$ cat src/rtl/gpv_pkg.sv
// shared types, constants and helpers for the grouped plurality vote block
package gpv_pkg;

	localparam int SYM_COUNT   = 32;
	localparam int SYM_W       = 5;
	localparam int IN_W        = 6;
	localparam int CNT_W       = 9;
	localparam int CFG_W       = 9;
	localparam int IDX_W       = 8;
	localparam int MAX_GROUP   = 256;
	localparam int QUEUE_DEPTH = 2;
	localparam int ADDR_W      = 4;
	localparam int DATA_W      = 32;

	localparam logic [1:0] REG_GROUP_LENGTH     = 2'd0;
	localparam logic [1:0] REG_GROUPS_PER_FRAME = 2'd1;
	localparam logic [1:0] REG_MIN_VOTES        = 2'd2;

	localparam logic [IN_W-1:0] SYM_NONE = '1;

	typedef enum logic [1:0] {
		ST_OK      = 2'd0,
		ST_FEW     = 2'd1,
		ST_INVALID = 2'd2,
		ST_BADCFG  = 2'd3
	} status_t;

	typedef enum logic [1:0] {
		K_SYM  = 2'd0,
		K_NONE = 2'd1,
		K_BAD  = 2'd2
	} kind_t;

	typedef struct packed {
		logic             start;
		kind_t            kind;
		logic [SYM_W-1:0] idx;
	} qword_t;

	typedef struct packed {
		logic [CFG_W-1:0] group_length;
		logic [CFG_W-1:0] groups_per_frame;
		logic [CFG_W-1:0] min_votes;
	} cfg_t;

	function automatic logic [CFG_W-1:0] eff(input logic [CFG_W-1:0] v);
		logic [CFG_W-1:0] r;
		if (v == '0) begin
			r = CFG_W'(1);
		end else if (v > CFG_W'(MAX_GROUP)) begin
			r = CFG_W'(MAX_GROUP);
		end else begin
			r = v;
		end
		return r;
	endfunction

endpackage

$ cat src/rtl/gpv_ifs.sv
// symbol and result channel interfaces
interface gpv_sym_if;
	logic                              valid;
	logic                              ready;
	logic signed [gpv_pkg::IN_W-1:0]   symbol;
	logic                              frame_start;

	modport source(output valid, symbol, frame_start, input ready);
	modport sink(input valid, symbol, frame_start, output ready);
endinterface

interface gpv_res_if;
	logic                            valid;
	logic                            ready;
	logic [gpv_pkg::SYM_W-1:0]       winner;
	logic [gpv_pkg::CNT_W-1:0]       votes;
	gpv_pkg::status_t                status;
	logic [gpv_pkg::IDX_W-1:0]       group_index;
	logic                            frame_done;

	modport source(output valid, winner, votes, status, group_index, frame_done, input ready);
	modport sink(input valid, winner, votes, status, group_index, frame_done, output ready);
endinterface

$ cat src/rtl/gpv_cfg.sv
// apb register file for the vote settings
module gpv_cfg (
	input  logic                        clk,
	input  logic                        arst_n,
	input  logic                        psel,
	input  logic                        penable,
	input  logic                        pwrite,
	input  logic [gpv_pkg::ADDR_W-1:0]  paddr,
	input  logic [gpv_pkg::DATA_W-1:0]  pwdata,
	output logic [gpv_pkg::DATA_W-1:0]  prdata,
	output logic                        pready,
	output gpv_pkg::cfg_t               cfg
);

	logic [gpv_pkg::CFG_W-1:0] group_length_q;
	logic [gpv_pkg::CFG_W-1:0] groups_per_frame_q;
	logic [gpv_pkg::CFG_W-1:0] min_votes_q;
	logic [1:0]                sel;
	logic                      wr;

	assign sel    = paddr[gpv_pkg::ADDR_W-1:2];
	assign wr     = psel & penable & pwrite;
	assign pready = 1'b1;

	always_ff @(posedge clk or negedge arst_n) begin
		if (!arst_n) begin
			group_length_q     <= gpv_pkg::CFG_W'(5);
			groups_per_frame_q <= gpv_pkg::CFG_W'(1);
			min_votes_q        <= '0;
		end else if (wr) begin
			unique case (sel)
				gpv_pkg::REG_GROUP_LENGTH:     group_length_q     <= pwdata[gpv_pkg::CFG_W-1:0];
				gpv_pkg::REG_GROUPS_PER_FRAME: groups_per_frame_q <= pwdata[gpv_pkg::CFG_W-1:0];
				gpv_pkg::REG_MIN_VOTES:        min_votes_q        <= pwdata[gpv_pkg::CFG_W-1:0];
				default: ;
			endcase
		end
	end

	always_comb begin
		unique case (sel)
			gpv_pkg::REG_GROUP_LENGTH:     prdata = gpv_pkg::DATA_W'(group_length_q);
			gpv_pkg::REG_GROUPS_PER_FRAME: prdata = gpv_pkg::DATA_W'(groups_per_frame_q);
			gpv_pkg::REG_MIN_VOTES:        prdata = gpv_pkg::DATA_W'(min_votes_q);
			default:                       prdata = '0;
		endcase
	end

	assign cfg.group_length     = group_length_q;
	assign cfg.groups_per_frame = groups_per_frame_q;
	assign cfg.min_votes        = min_votes_q;

endmodule

$ cat src/rtl/gpv_front.sv
// input side: symbol classification and a short word queue
module gpv_front (
	input  logic              clk,
	input  logic              arst_n,
	gpv_sym_if.sink           symbols,
	output logic              q_valid,
	output gpv_pkg::qword_t   q_word,
	input  logic              q_pop
);

	localparam int PTR_W = $clog2(gpv_pkg::QUEUE_DEPTH);
	localparam int CNT_W = $clog2(gpv_pkg::QUEUE_DEPTH + 1);

	gpv_pkg::qword_t  mem_q [gpv_pkg::QUEUE_DEPTH];
	logic [PTR_W-1:0] wr_ptr_q;
	logic [PTR_W-1:0] rd_ptr_q;
	logic [CNT_W-1:0] count_q;
	gpv_pkg::qword_t  in_word;
	logic             push;
	logic             pop;

	always_comb begin
		in_word.start = symbols.frame_start;
		in_word.idx   = symbols.symbol[gpv_pkg::SYM_W-1:0];
		if (!symbols.symbol[gpv_pkg::IN_W-1]) begin
			in_word.kind = gpv_pkg::K_SYM;
		end else if (symbols.symbol == gpv_pkg::SYM_NONE) begin
			in_word.kind = gpv_pkg::K_NONE;
		end else begin
			in_word.kind = gpv_pkg::K_BAD;
		end
	end

	assign symbols.ready = (count_q != CNT_W'(gpv_pkg::QUEUE_DEPTH));
	assign push          = symbols.valid & symbols.ready;
	assign q_valid       = (count_q != '0);
	assign pop           = q_pop & q_valid;
	assign q_word        = mem_q[rd_ptr_q];

	always_ff @(posedge clk) begin
		if (push) begin
			mem_q[wr_ptr_q] <= in_word;
		end
	end

	always_ff @(posedge clk or negedge arst_n) begin
		if (!arst_n) begin
			wr_ptr_q <= '0;
			rd_ptr_q <= '0;
			count_q  <= '0;
		end else begin
			if (push) begin
				wr_ptr_q <= (wr_ptr_q == PTR_W'(gpv_pkg::QUEUE_DEPTH - 1)) ? '0 : wr_ptr_q + 1'b1;
			end
			if (pop) begin
				rd_ptr_q <= (rd_ptr_q == PTR_W'(gpv_pkg::QUEUE_DEPTH - 1)) ? '0 : rd_ptr_q + 1'b1;
			end
			if (push && !pop) begin
				count_q <= count_q + 1'b1;
			end else if (pop && !push) begin
				count_q <= count_q - 1'b1;
			end
		end
	end

endmodule

$ cat src/rtl/gpv_back.sv
// vote side: histogram, running leader, group and frame tracking, result register
module gpv_back (
	input  logic              clk,
	input  logic              arst_n,
	input  gpv_pkg::cfg_t     cfg,
	input  logic              q_valid,
	input  gpv_pkg::qword_t   q_word,
	output logic              q_pop,
	gpv_res_if.source         results
);

	localparam int C = gpv_pkg::CNT_W;

	logic [C-1:0]                  tally_q [gpv_pkg::SYM_COUNT];
	logic [gpv_pkg::SYM_COUNT-1:0] seen_q;
	logic [C-1:0]                  best_cnt_q;
	logic [gpv_pkg::SYM_W-1:0]     best_sym_q;
	logic [C-1:0]                  pos_q;
	logic [C-1:0]                  group_q;
	logic                          bad_q;
	logic                          failed_q;

	logic                          out_valid_q;
	logic [gpv_pkg::SYM_W-1:0]     winner_q;
	logic [C-1:0]                  votes_q;
	gpv_pkg::status_t              status_q;
	logic [gpv_pkg::IDX_W-1:0]     gidx_q;
	logic                          done_q;

	logic [C-1:0]                  gl, gpf;
	logic [gpv_pkg::SYM_COUNT-1:0] cur_seen;
	logic [C-1:0]                  cur_best, cur_pos, cur_group, entry, cnt_new;
	logic [gpv_pkg::SYM_W-1:0]     cur_sym;
	logic                          cur_bad, ignore, is_sym, new_best, bad_next, group_end;
	logic [C-1:0]                  best_next, pos_next, votes_r;
	logic [gpv_pkg::SYM_W-1:0]     sym_next, winner_r;
	gpv_pkg::status_t              status_r;
	logic                          done_r, emit;

	assign gl  = gpv_pkg::eff(cfg.group_length);
	assign gpf = gpv_pkg::eff(cfg.groups_per_frame);

	assign q_pop = q_valid & (~out_valid_q | results.ready);

	always_comb begin
		cur_seen  = q_word.start ? '0 : seen_q;
		cur_best  = q_word.start ? '0 : best_cnt_q;
		cur_sym   = q_word.start ? '0 : best_sym_q;
		cur_pos   = q_word.start ? '0 : pos_q;
		cur_group = q_word.start ? '0 : group_q;
		cur_bad   = q_word.start ? 1'b0 : bad_q;
		ignore    = (q_word.start ? 1'b0 : failed_q) | (cur_group >= gpf);

		is_sym    = (q_word.kind == gpv_pkg::K_SYM);
		entry     = cur_seen[q_word.idx] ? tally_q[q_word.idx] : '0;
		cnt_new   = entry + 1'b1;
		new_best  = is_sym & (cnt_new > cur_best);
		best_next = new_best ? cnt_new : cur_best;
		sym_next  = new_best ? q_word.idx : cur_sym;
		bad_next  = cur_bad | (q_word.kind == gpv_pkg::K_BAD);
		pos_next  = cur_pos + 1'b1;
		group_end = ~ignore & (pos_next >= gl);

		winner_r = sym_next;
		votes_r  = best_next;
		if (cfg.min_votes > gl) begin
			status_r = gpv_pkg::ST_BADCFG;
			winner_r = '0;
			votes_r  = '0;
		end else if (bad_next) begin
			status_r = gpv_pkg::ST_INVALID;
			winner_r = '0;
			votes_r  = '0;
		end else if ((cfg.min_votes != '0) && (best_next < cfg.min_votes)) begin
			status_r = gpv_pkg::ST_FEW;
		end else begin
			status_r = gpv_pkg::ST_OK;
		end
		done_r = (status_r != gpv_pkg::ST_OK) | (cur_group >= gpf - 1'b1);
		emit   = q_pop & group_end;
	end

	// histogram entries
	always_ff @(posedge clk) begin
		if (q_pop && !ignore && is_sym) begin
			tally_q[q_word.idx] <= cnt_new;
		end
	end

	always_ff @(posedge clk or negedge arst_n) begin
		if (!arst_n) begin
			seen_q     <= '0;
			best_cnt_q <= '0;
			best_sym_q <= '0;
			pos_q      <= '0;
			group_q    <= '0;
			bad_q      <= 1'b0;
			failed_q   <= 1'b0;
		end else if (q_pop) begin
			if (ignore) begin
				seen_q     <= cur_seen;
				best_cnt_q <= cur_best;
				best_sym_q <= cur_sym;
				pos_q      <= cur_pos;
				group_q    <= cur_group;
				bad_q      <= cur_bad;
				failed_q   <= q_word.start ? 1'b0 : failed_q;
			end else if (group_end) begin
				seen_q     <= '0;
				best_cnt_q <= '0;
				best_sym_q <= '0;
				pos_q      <= '0;
				group_q    <= cur_group + 1'b1;
				bad_q      <= 1'b0;
				failed_q   <= (status_r != gpv_pkg::ST_OK);
			end else begin
				seen_q     <= is_sym ? (cur_seen | (gpv_pkg::SYM_COUNT'(1) << q_word.idx))
				                     : cur_seen;
				best_cnt_q <= best_next;
				best_sym_q <= sym_next;
				pos_q      <= pos_next;
				group_q    <= cur_group;
				bad_q      <= bad_next;
				failed_q   <= 1'b0;
			end
		end
	end

	// result register
	always_ff @(posedge clk or negedge arst_n) begin
		if (!arst_n) begin
			out_valid_q <= 1'b0;
		end else if (emit) begin
			out_valid_q <= 1'b1;
		end else if (results.ready) begin
			out_valid_q <= 1'b0;
		end
	end

	always_ff @(posedge clk) begin
		if (emit) begin
			winner_q <= winner_r;
			votes_q  <= votes_r;
			status_q <= status_r;
			gidx_q   <= cur_group[gpv_pkg::IDX_W-1:0];
			done_q   <= done_r;
		end
	end

	assign results.valid       = out_valid_q;
	assign results.winner      = winner_q;
	assign results.votes       = votes_q;
	assign results.status      = status_q;
	assign results.group_index = gidx_q;
	assign results.frame_done  = done_q;

endmodule

$ cat src/rtl/grouped_plurality_vote_core.sv
// top level of the grouped plurality vote block
// usage:
//   symbols carries one detected symbol per word (0..31, -1 for none) and a
//   frame_start flag; results carries winner, votes, status, group_index and
//   frame_done, one word at the end of each counted group
//   settings (group_length, groups_per_frame, min_votes) are written over the
//   apb port at byte addresses 0, 4 and 8 while the block is idle
//   a word that ends a group has its result valid on results after it has
//   passed the two-entry input queue: acceptance writes it into the queue,
//   and its pop updates the histogram and loads the result register
//   one word per cycle is sustained while results is not stalled; the histogram
//   read, increment and leader compare are combinational for each word
//   when results stalls, the result register holds and the queue fills; ready
//   on symbols drops once both queue entries are taken
//   reset clears the queue, the result valid flag and the group and frame
//   state; settings return to group_length 5, groups_per_frame 1, min_votes 0,
//   and a frame is open at group 0
module grouped_plurality_vote_core (
	input  logic                        clk,
	input  logic                        arst_n,
	gpv_sym_if.sink                     symbols,
	gpv_res_if.source                   results,
	input  logic                        psel,
	input  logic                        penable,
	input  logic                        pwrite,
	input  logic [gpv_pkg::ADDR_W-1:0]  paddr,
	input  logic [gpv_pkg::DATA_W-1:0]  pwdata,
	output logic [gpv_pkg::DATA_W-1:0]  prdata,
	output logic                        pready
);

	gpv_pkg::cfg_t   cfg;
	logic            q_valid;
	logic            q_pop;
	gpv_pkg::qword_t q_word;

	gpv_cfg u_cfg (
		.clk     (clk),
		.arst_n  (arst_n),
		.psel    (psel),
		.penable (penable),
		.pwrite  (pwrite),
		.paddr   (paddr),
		.pwdata  (pwdata),
		.prdata  (prdata),
		.pready  (pready),
		.cfg     (cfg)
	);

	gpv_front u_front (
		.clk     (clk),
		.arst_n  (arst_n),
		.symbols (symbols),
		.q_valid (q_valid),
		.q_word  (q_word),
		.q_pop   (q_pop)
	);

	gpv_back u_back (
		.clk     (clk),
		.arst_n  (arst_n),
		.cfg     (cfg),
		.q_valid (q_valid),
		.q_word  (q_word),
		.q_pop   (q_pop),
		.results (results)
	);

endmodule
$ cat src/flat_wrapper.sv
// flat-port wrapper written by rule: the top's interface ports become plain ports
module grouped_plurality_vote_core_flat 
  (clk, arst_n, psel, penable, pwrite, paddr, pwdata, prdata, pready, symbols_valid, symbols_symbol, symbols_frame_start, symbols_ready, results_valid, results_winner, results_votes, results_status, results_group_index, results_frame_done, results_ready);
  gpv_sym_if symbols_i ();
  gpv_res_if results_i ();
  input  logic clk;
  input  logic arst_n;
  input  logic psel;
  input  logic penable;
  input  logic pwrite;
  input  logic [gpv_pkg::ADDR_W-1:0] paddr;
  input  logic [gpv_pkg::DATA_W-1:0] pwdata;
  output logic [gpv_pkg::DATA_W-1:0] prdata;
  output logic pready;
  input wire logic [$bits(symbols_i.valid)-1:0] symbols_valid;
  input wire logic [$bits(symbols_i.symbol)-1:0] symbols_symbol;
  input wire logic [$bits(symbols_i.frame_start)-1:0] symbols_frame_start;
  output wire logic [$bits(symbols_i.ready)-1:0] symbols_ready;
  output wire logic [$bits(results_i.valid)-1:0] results_valid;
  output wire logic [$bits(results_i.winner)-1:0] results_winner;
  output wire logic [$bits(results_i.votes)-1:0] results_votes;
  output wire logic [$bits(results_i.status)-1:0] results_status;
  output wire logic [$bits(results_i.group_index)-1:0] results_group_index;
  output wire logic [$bits(results_i.frame_done)-1:0] results_frame_done;
  input wire logic [$bits(results_i.ready)-1:0] results_ready;
  assign symbols_i.valid = symbols_valid;
  assign symbols_i.symbol = symbols_symbol;
  assign symbols_i.frame_start = symbols_frame_start;
  assign symbols_ready = symbols_i.ready;
  assign results_valid = results_i.valid;
  assign results_winner = results_i.winner;
  assign results_votes = results_i.votes;
  assign results_status = results_i.status;
  assign results_group_index = results_i.group_index;
  assign results_frame_done = results_i.frame_done;
  assign results_i.ready = results_ready;
  grouped_plurality_vote_core u_core (.clk(clk), .arst_n(arst_n), .symbols(symbols_i), .results(results_i), .psel(psel), .penable(penable), .pwrite(pwrite), .paddr(paddr), .pwdata(pwdata), .prdata(prdata), .pready(pready));
endmodule
$ cat config.mk
export PLATFORM = sky130hd
export DESIGN_NAME = grouped_plurality_vote_core_flat
export DESIGN_NICKNAME = d
export VERILOG_FILES = /design/src/rtl/gpv_pkg.sv /design/src/rtl/gpv_ifs.sv /design/src/rtl/gpv_cfg.sv /design/src/rtl/gpv_front.sv /design/src/rtl/gpv_back.sv /design/src/rtl/grouped_plurality_vote_core.sv /design/src/flat_wrapper.sv
export SDC_FILE = /design/constraint.sdc
export NUM_CORES = 1
export LEC_CHECK = 0
export ABC_AREA = 1
export BUFFER_PORTS_ARGS = -buffer_cell sky130_fd_sc_hd__buf_2
export CORE_MARGIN = 5
export CORE_UTILIZATION = 43
export CTS_BUF_LIST = sky130_fd_sc_hd__clkbuf_2 sky130_fd_sc_hd__clkbuf_4 sky130_fd_sc_hd__clkbuf_8
export CTS_CLUSTER_SIZE = 40
export DETAILED_ROUTE_END_ITERATION = 8
export SLEW_MARGIN = 10
export SYNTH_ARGS = -nofsm -noshare
export SYNTH_HDL_FRONTEND = slang
export SYNTH_HIERARCHICAL = 1
export SYNTH_SLANG_ARGS = --single-unit
export TNS_END_PERCENT = 100
$ cat constraint.sdc
create_clock -name clk -period 10.7 [get_ports clk]
set_input_delay 3.21 -clock clk [delete_from_list [all_inputs] [get_ports clk]]
set_output_delay 3.21 -clock clk [all_outputs]
set_load 0.05 [all_outputs]
* Yosys cells after proc, flatten, opt, wreduce, memory -nomap -nowiden
Memory sizes are Yosys's and may differ from the RTL's. Index checks and enable logic that the tools add are counted.
Storage, ports and cells: memories 2, flip-flop bits (word level) 123, bits in writable memories 304, word-level logic and storage cells 127, bits of input ports 50
Memories:
- u_core.u_back.tally_q | words 32, bits a word 9, read ports 1, clocked after memory_dff 0, write ports 1, RTL line gpv_back.sv:14 | logic [C-1:0] tally_q [gpv_pkg::SYM_COUNT];
- u_core.u_front.mem_q | words 2, bits a word 8, read ports 1, clocked after memory_dff 0, write ports 1, RTL line gpv_front.sv:14 | gpv_pkg::qword_t mem_q [gpv_pkg::QUEUE_DEPTH];
Cells by class: bitwise logic cells 15, magnitude comparators 9, mux-type cells 47, shift-type cells 1, add/sub/neg operators 8, reduce and logical (&&, ||, !) cells 21, equal/unequal tests 5
Operators by type and width (number):
- 2-to-1 mux 9 bit | 15
- 2-to-1 mux 32 bit | 4
- bitwise OR 32 bit | 1
- left shift 1 x 5 -> 32 bit, first input constant | 1
- adder 9 x 1 -> 9 bit, second input constant | 3
- greater-or-equal comparator 9 bit | 3
- case mux 9 bit (3 select lines) | 1
- 2-to-1 mux 5 bit | 4
- greater-than comparator 9 bit | 2
- greater-than comparator 9 bit, second input constant | 2
- zero test 9 bit | 2
- 2-to-1 mux 1 bit | 16
- 2-to-1 mux 2 bit | 6
- less-than comparator 9 bit | 1
- nonzero test 9 bit | 1
- subtractor 9 x 1 -> 9 bit, second input constant | 1
- bitwise AND 1 bit | 8
- nonzero test 2 bit | 4
- equality test 6 bit, second input constant | 1
- less-than comparator 5 x 6 -> 1 bit, second input constant | 1
- AND reduction 2 bit | 3
- binary-select mux 1 bit (select 5 bit) | 1
- logical AND 1 bit | 5
- equality test 2 bit, second input constant | 2
- other kinds (10) | 18

* Longest topological paths before layout
Gate-level depths: netlist (run 1). An unclocked memory read counts as a cell.
word-level depth 17, gate-level depth with buffers 46, depth with buffers taken out 43

* Hierarchy
The synthesis (run 1) kept the hierarchy.
Modules (own cells, without submodules):
- gpv_back | area an instance 17845.9 µm², cells each 1731, times used 1, seq. area each 11075.6 µm²
- gpv_cfg | area an instance 1411.4 µm², cells each 188, times used 1, seq. area each 679.4 µm²
- gpv_front | area an instance 852.1 µm², cells each 75, times used 1, seq. area each 580.6 µm²

* Worst setup path after synthesis (run 1)
OpenSTA, ideal clock, no wires.
path kind input port to output port, start point input paddr[3] in the netlist's numbering, end point output prdata[0] in the netlist's numbering, arrival time 3.960 ns, stages 3, data required time 7.490 ns, setup slack 3.530 ns, buffers on the path 0, path through nor2_2 > nand2_1 > nand3_1
On the way: cells in the longest elaborated chain, start to end 2
RTL lines:
- start: declaration | RTL line flat_wrapper.sv:11 | input logic [gpv_pkg::ADDR_W-1:0] paddr;
- equality test 2 bit, or another cell as far along | RTL line gpv_cfg.sv:41 | unique case (sel)
- case mux 9 bit (3 select lines) * | RTL line gpv_cfg.sv:41
- end: declaration | RTL line flat_wrapper.sv:13 | output logic [gpv_pkg::DATA_W-1:0] prdata;
Every way passes the cells marked *; elsewhere a longest branch is shown, timed or not.

==> impl_metrics.ini, run 1 <==
[status]
outcome = finished clean

[synth]
synthAdderAreaFrac = 0.0355
seq_area_frac_synth = 0.613
synth-xor-area-share = 0.0113
ys_seq_elements = 427
synth_simple_gate_area_frac = 0.179
synth-edff-count = 329
synth_warnings = 6
synthFlopType = edfxtp_1
syn_area_sq_um = 20100
syn-instance-count = 1994
synth_cell_types = 55
synth_compound_area_frac = 0.0941
syn_area_per_cell_sq_um = 10.1
synth_top_family_by_area = simple AND/OR/NAND/NOR gates
synth_mux_area_frac = 0.000996
async_flop_share = 0.230

[routing]
wl_per_cell_um = 19.5
first_pass_iters = 5
routed-via-count = 14900
postRouteAntennaNets = 0
routed_via_density = 5.38
drtIter0Drc = 1350
routed_wl_um = 54100
drc = 0

[worst_setup_path]
start_kind = register
critPathCaptureType = register
required_ns = 11.28
worst_path_most_repeated_cell = nand2_1
worstReg2RegStart = u_core/u_front/rd_ptr_q$_DFFE_PN0P_
path_max_fanout = 36
crit_arrival_ns = 9.57
slowest_stage = inv_1
crit_start = u_core/u_front/rd_ptr_q$_DFFE_PN0P_
crit_type = register to register
critPathMaxStageDelay_ns = 0.85

[sta]
tns_ns = 0
final-hold-violation-count = 0
rsz0062_at_grt = false
setup_viol = 0
slew_viol_final = 0
worst_slack_ns = 1.71
fin_crit_ns = 8.99
finalCritPeriodShare = 0.840
skew_ns = 0.0485
holdWs_ns = 0.479
worstMarginPinSlew_ns = 1.23
slew_headroom = 0.178
max_freq_mhz = 111

[power]
cellLeakagePower_nw = 9.53
seq_power_share = 0.338
intPower_w = 0.00432
powerDensity_nw_per_um2 = 356
p_switching_w = 0.00373
irDropWorstVdd_uv = 274
switching_share = 0.463
combinationalPowerShare = 0.479
clockPowerShare = 0.182

[placed_design]
place_area_sq_um = 21200
place_hpwl_um = 34500
dp.cells = 2639
gp_congestion = 0.860
dp_slack_ns = 1.79
port_buffers = 60

[finish]
drive_gt1_frac = 0.134
fin_cells = 2773
area_growth_syn_to_layout_pct = 12.5
finalInstanceArea_sq_um = 22600
most-common-layout-cells = 504 x nand2_1, 329 x edfxtp_1, 197 x nor2_1
layout.nets = 2215
fillers = 4310
final_common_cell = nand2_1
diodes = 0

[clocking]
cts_buffer_depth = 3
path_clk_slew_ns = 0.06
cts_setup_buffers = 0
worstSkewPairLatency_ns = 0.66
cts.repair.resized = 0
ctsHoldBuffers = 0
cts-root-buf = clkbuf_8
cts_buffers = 74
cts_htree_levels = 3
cts_tree = done
clock_sinks = 427

[global_routing]
globalRouteTotalUtil = 0.210
grt_overflow = 0
grt_antenna_before_repair = 0
grt_pass1_vias = 14300
grt_max_degree = 60
grt_pass1_wl_um = 82800

[flow_run]
cap_violations = 0

[floorplan]
core_sq_um = 46400
die_y_um = 226
start_util = 0.434
die_area_sq_um = 51200
std_cell_rows = 79
ios = 110
die_w_um = 226

[worst_hold_path]
hold_start = u_core/u_cfg/groups_per_frame_q[0]$_DFFE_PN1P_
hold_class = register to register
[cell families after synthesis]
| family | count (synthesis) |
|---|---|
| simple gates | 877 |
| buf+inv | 299 |
| other cells | 2 |
| mux | 2 |
| xor+xnor | 25 |
| flops | 427 |
| fa+ha+maj | 57 |
| compound gates | 305 |
[critical path: cells and delay by family (launching register included)]
kind	cells	cell delay [ns]
adder cells (fa/ha/maj)	3	0.92
AND/OR/NAND/NOR	23	4.32
flip-flops	1	0.51
AO/OA/AOI/OAI	6	0.98
buffers and inverters	8	2.03
XOR/XNOR	1	0.17
[state kept, by name (all words and copies together), names as in the netlist, 2 cells and up]
register                           flops
u_core/u_back/group_q                  9
u_core/u_back/results.status           2
u_core/u_front/mem_q                  16
u_core/u_cfg/min_votes_q               9
u_core/u_back/best_cnt_q               9
u_core/u_back/best_sym_q               5
u_core/u_back/results.group_index      8
u_core/u_back/tally_q                288
u_core/u_front/count_q                 2
u_core/u_back/seen_q                  32
u_core/u_back/results.votes            9
u_core/u_cfg/groups_per_frame_q        9
u_core/u_back/results.winner           5
u_core/u_back/pos_q                    9
u_core/u_cfg/group_length_q            9
[routing by layer]
layer | up-vias | share of wire | track usage
met2 | 590 | 0.46 | 0.327
met3 | 78 | 0.087 | 0.0423
met4 | 0 | 0.020 | 0.0652
met5 | - | 0 | 0
met1 | 7232 | 0.43 | 0.300
li1 | 7011 | - | -
[synthesized netlist by cell type (7+ instances only)]
cell type	number	share of area
a21oi_1	70	0.017
a22o_1	31	0.014
a22oi_1	20	0.0075
a31oi_1	9	0.0028
buf_1	8	0.0015
buf_2	27	0.0067
buf_4	29	0.011
clkbuf_1	34	0.0063
dfrtp_1	95	0.12
edfxtp_1	329	0.49
ha_1	57	0.035
inv_1	178	0.033
inv_2	14	0.0026
nand2_1	508	0.095
nand2_2	7	0.0022
nand3_1	75	0.019
nand4_1	22	0.0068
nor2_1	198	0.037
nor2_2	10	0.0031
nor3_1	37	0.0092
o211ai_1	8	0.0030
o21ai_0	78	0.019
o21ai_1	9	0.0022
o221ai_1	7	0.0030
o22ai_1	48	0.015
xor2_1	18	0.0078
[metrics by stage]
step           utilization  power [W]
2_1_floorplan            -    0.00528
3_5_place_dp         0.456    0.00660
6_report             0.488    0.00805
4_1_cts              0.488    0.00808
3_3_place_gp         0.456    0.00651
5_1_grt              0.488    0.00859
[path summary, 6_finish.rpt]
check	end	slack [ns]	depth (start not counted)
max in group asynchronous	u_core/u_front/count_q[0]$_DFFE_PN0P_	6.93	2
max reg2reg	u_core/u_back/failed_q$_DFFE_PN0P_	1.71	41
min reg2reg	u_core/u_cfg/groups_per_frame_q[0]$_DFFE_PN1P_	0.48	2
max	u_core/u_back/failed_q$_DFFE_PN0P_	1.71	41
min	u_core/u_cfg/groups_per_frame_q[0]$_DFFE_PN1P_	0.48	2
min in group asynchronous	u_core/u_back/seen_q[30]$_DFFE_PN0P_	2.55	1
[power by group through the flow]
stage / clock [W] / sequential, W / combinational [W]
2_1_floorplan: 0 / 0.00289 / 0.00239
3_3_place_gp: 0 / 0.00275 / 0.00376
4_1_cts: 0.00150 / 0.00273 / 0.00385
3_5_place_dp: 0 / 0.00276 / 0.00384
5_1_grt: 0.00158 / 0.00274 / 0.00427
6_report: 0.00147 / 0.00272 / 0.00386
[layout make-up]
cell class | count | area, sq um | share of cell area
sequential | 427 | 12300 | 0.545
tap | 607 | 759 | 0.0336
inverter | 196 | 741 | 0.0327
clock inverter | 34 | 211 | 0.00935
multi-input combinational | 1290 | 6580 | 0.291
clock buffer | 100 | 1250 | 0.0553
timing repair buffer | 119 | 746 | 0.0330
(Power assumes the default switching activity.)
==> run 2: changes to the inputs <==
- clock period: 10.7 -> 7.3 ns (I/O delays scaled with it)
==> run 2 against run 1 <==
  * Die area is the same
  * Worst hold slack worse by 0.0013 ns
  * Global-route usage increased by 0.12 points
  * Combinational power up 52%
  * Total power rose by 49%
  * Clock power grew 50%
  * Setup slack worse by 1.2 ns
  * Register-to-register slack got worse by 1.2 ns
==> impl_metrics.ini, run 2 (synthesis results as in run 1) <==
[status]
outcome = finished clean

[finish]
fillers = 4238
final_common_cell = nand2_1
most-common-layout-cells = 503 x nand2_1, 329 x edfxtp_1, 198 x nor2_1
drive_gt1_frac = 0.145
layout.nets = 2239
finalInstanceArea_sq_um = 22900
area_growth_syn_to_layout_pct = 13.7
largestRegisters = u_core/u_back/tally_q (288), u_core/u_back/seen_q (32), u_core/u_front/mem_q (16)
largest_register_ffs = 288
fin_cells = 2795
largest-register = u_core/u_back/tally_q

[sta]
holdWs_ns = 0.478
setup_viol = 0
worstMarginPinSlew_ns = 1.10
rsz0062_at_grt = false
tns_ns = 0
slew_headroom = 0.263
fin_crit_ns = 6.75
skew_ns = 0.0245
slew_viol_final = 0
final-hold-violation-count = 0
max_freq_mhz = 148
finalCritPeriodShare = 0.925

[power]
switching_share = 0.458
irDropWorstVdd_uv = 463
p_switching_w = 0.00550
seq_power_share = 0.330
clockPowerShare = 0.183
combinationalPowerShare = 0.487
intPower_w = 0.00651
p_total_w = 0.0120
cellLeakagePower_nw = 9.67
powerDensity_nw_per_um2 = 525

[global_routing]
grt_max_degree = 56
globalRouteTotalUtil = 0.211
use_met2 = 0.320
grt_pass1_vias = 14600
grt.busiest_layer = met2
grt_use_met3 = 0.0377
grt_overflow = 0
grtUsageMet1 = 0.314
grt_antenna_before_repair = 1
grt_pass1_wl_um = 83800

[worst_hold_path]
hold_start = u_core/u_back/failed_q$_DFFE_PN0P_
hold_class = register to register

[routing]
postRouteAntennaNets = 0
routed-via-count = 15000
first_pass_iters = 5
routed_via_density = 5.37
routed_wl_um = 54200
drc = 0
drtIter0Drc = 1463
wl_per_cell_um = 19.4

[clocking]
cts_buffer_depth = 3
ctsHoldBuffers = 0
path_clk_slew_ns = 0.06
cts_buffers = 73
worstSkewPairLatency_ns = 0.64
cts_tree = done
cts-root-buf = clkbuf_8
cts_htree_levels = 3
clock_sinks = 427
cts_setup_buffers = 0

[worst_setup_path]
slowest_stage = dfrtp_1
start_kind = register
path_max_fanout = 12
critPathCaptureType = register
crit_arrival_ns = 7.31
worst_path_most_repeated_cell = nand2_1
critPathMaxStageDelay_ns = 0.50
crit_type = register to register
crit_start = u_core/u_front/rd_ptr_q$_DFFE_PN0P_
worstReg2RegStart = u_core/u_front/rd_ptr_q$_DFFE_PN0P_
required_ns = 7.86

[floorplan]
die_w_um = 226
die_area_sq_um = 51200
std_cell_rows = 79
start_util = 0.434
core_sq_um = 46400
ios = 110
die_y_um = 226

[placed_design]
dp.cells = 2664
gp_congestion = 0.858
place_hpwl_um = 35900
place_area_sq_um = 21400
port_buffers = 60

[flow_run]
cap_violations = 0
==> run 2: cell types whose count changed in the layout (fill, tap and decap cells not counted), sizes merged <==
cell and change:
clkinv -12, diode +1, bufinv +1, clkbuf +6, buf +25, inv +1
==> run 2: through the flow <==
stage                util  setup WS [ns]
floorplan               -           1.08
global placement    0.461          0.492
detailed placement  0.461          0.518
CTS                 0.493          0.445
global route        0.493       0.000558
finish              0.493          0.551
==> run 2: power groups by stage <==
stage | logic, W | clock network [W] | registers (W)
after global placement | 0.00567 | 0 | 0.00400
after CTS | 0.00580 | 0.00225 | 0.00397
final | 0.00585 | 0.00220 | 0.00396
after detailed placement | 0.00578 | 0 | 0.00401
after global routing | 0.00645 | 0.00238 | 0.00399
after floorplan | 0.00351 | 0 | 0.00423
==> run 2: final timing paths <==
kind	cells past startpoint	slack [ns]	endpoint
worst max register to register	43	0.55	u_core/u_back/failed_q$_DFFE_PN0P_
worst min-delay path	2	0.48	u_core/u_back/failed_q$_DFFE_PN0P_
min in group asynchronous	1	1.59	u_core/u_cfg/groups_per_frame_q[6]$_DFFE_PN0P_
worst min register to register	2	0.48	u_core/u_back/failed_q$_DFFE_PN0P_
worst max-delay path	43	0.55	u_core/u_back/failed_q$_DFFE_PN0P_
max in group asynchronous	2	4.55	u_core/u_back/results.valid$_DFFE_PN0P_
==> run 2: repair_timing <==
item / 4_1_cts / 5_1_grt
resized for setup: 0 / 4
setup endpoints to repair: 0 / 3
hold endpoints to repair: 0 / 0
==> run 2: area by class of cell <==
class	instances	area (sq um)	area share
Timing Repair Buffer	144	946	0.0414
Clock inverter	24	195	0.00853
Inverter	196	741	0.0324
Clock buffer	106	1300	0.0567
Tap cell	607	759	0.0332
Sequential cell	427	12300	0.539
Multi-Input combinational cell	1290	6600	0.288
Antenna cell	1	2.50	0.000109
==> run 2: layer usage <==
layer | part of all wire | vias to the layer above
li1 | - | 7063
met1 | 0.46 | 7336
met2 | 0.45 | 530
met3 | 0.075 | 73
met4 | 0.020 | 0
met5 | 0 | -
==> run 2: critical path, delay by kind of cell, from the launching register on <==
family / cells / cell delay, ns
AND/OR/NAND/NOR: 25 / 2.93
buffers and inverters: 9 / 1.39
adder cells (fa/ha/maj): 3 / 0.83
AO/OA/AOI/OAI: 5 / 0.80
flip-flops: 1 / 0.50
XOR/XNOR: 1 / 0.19
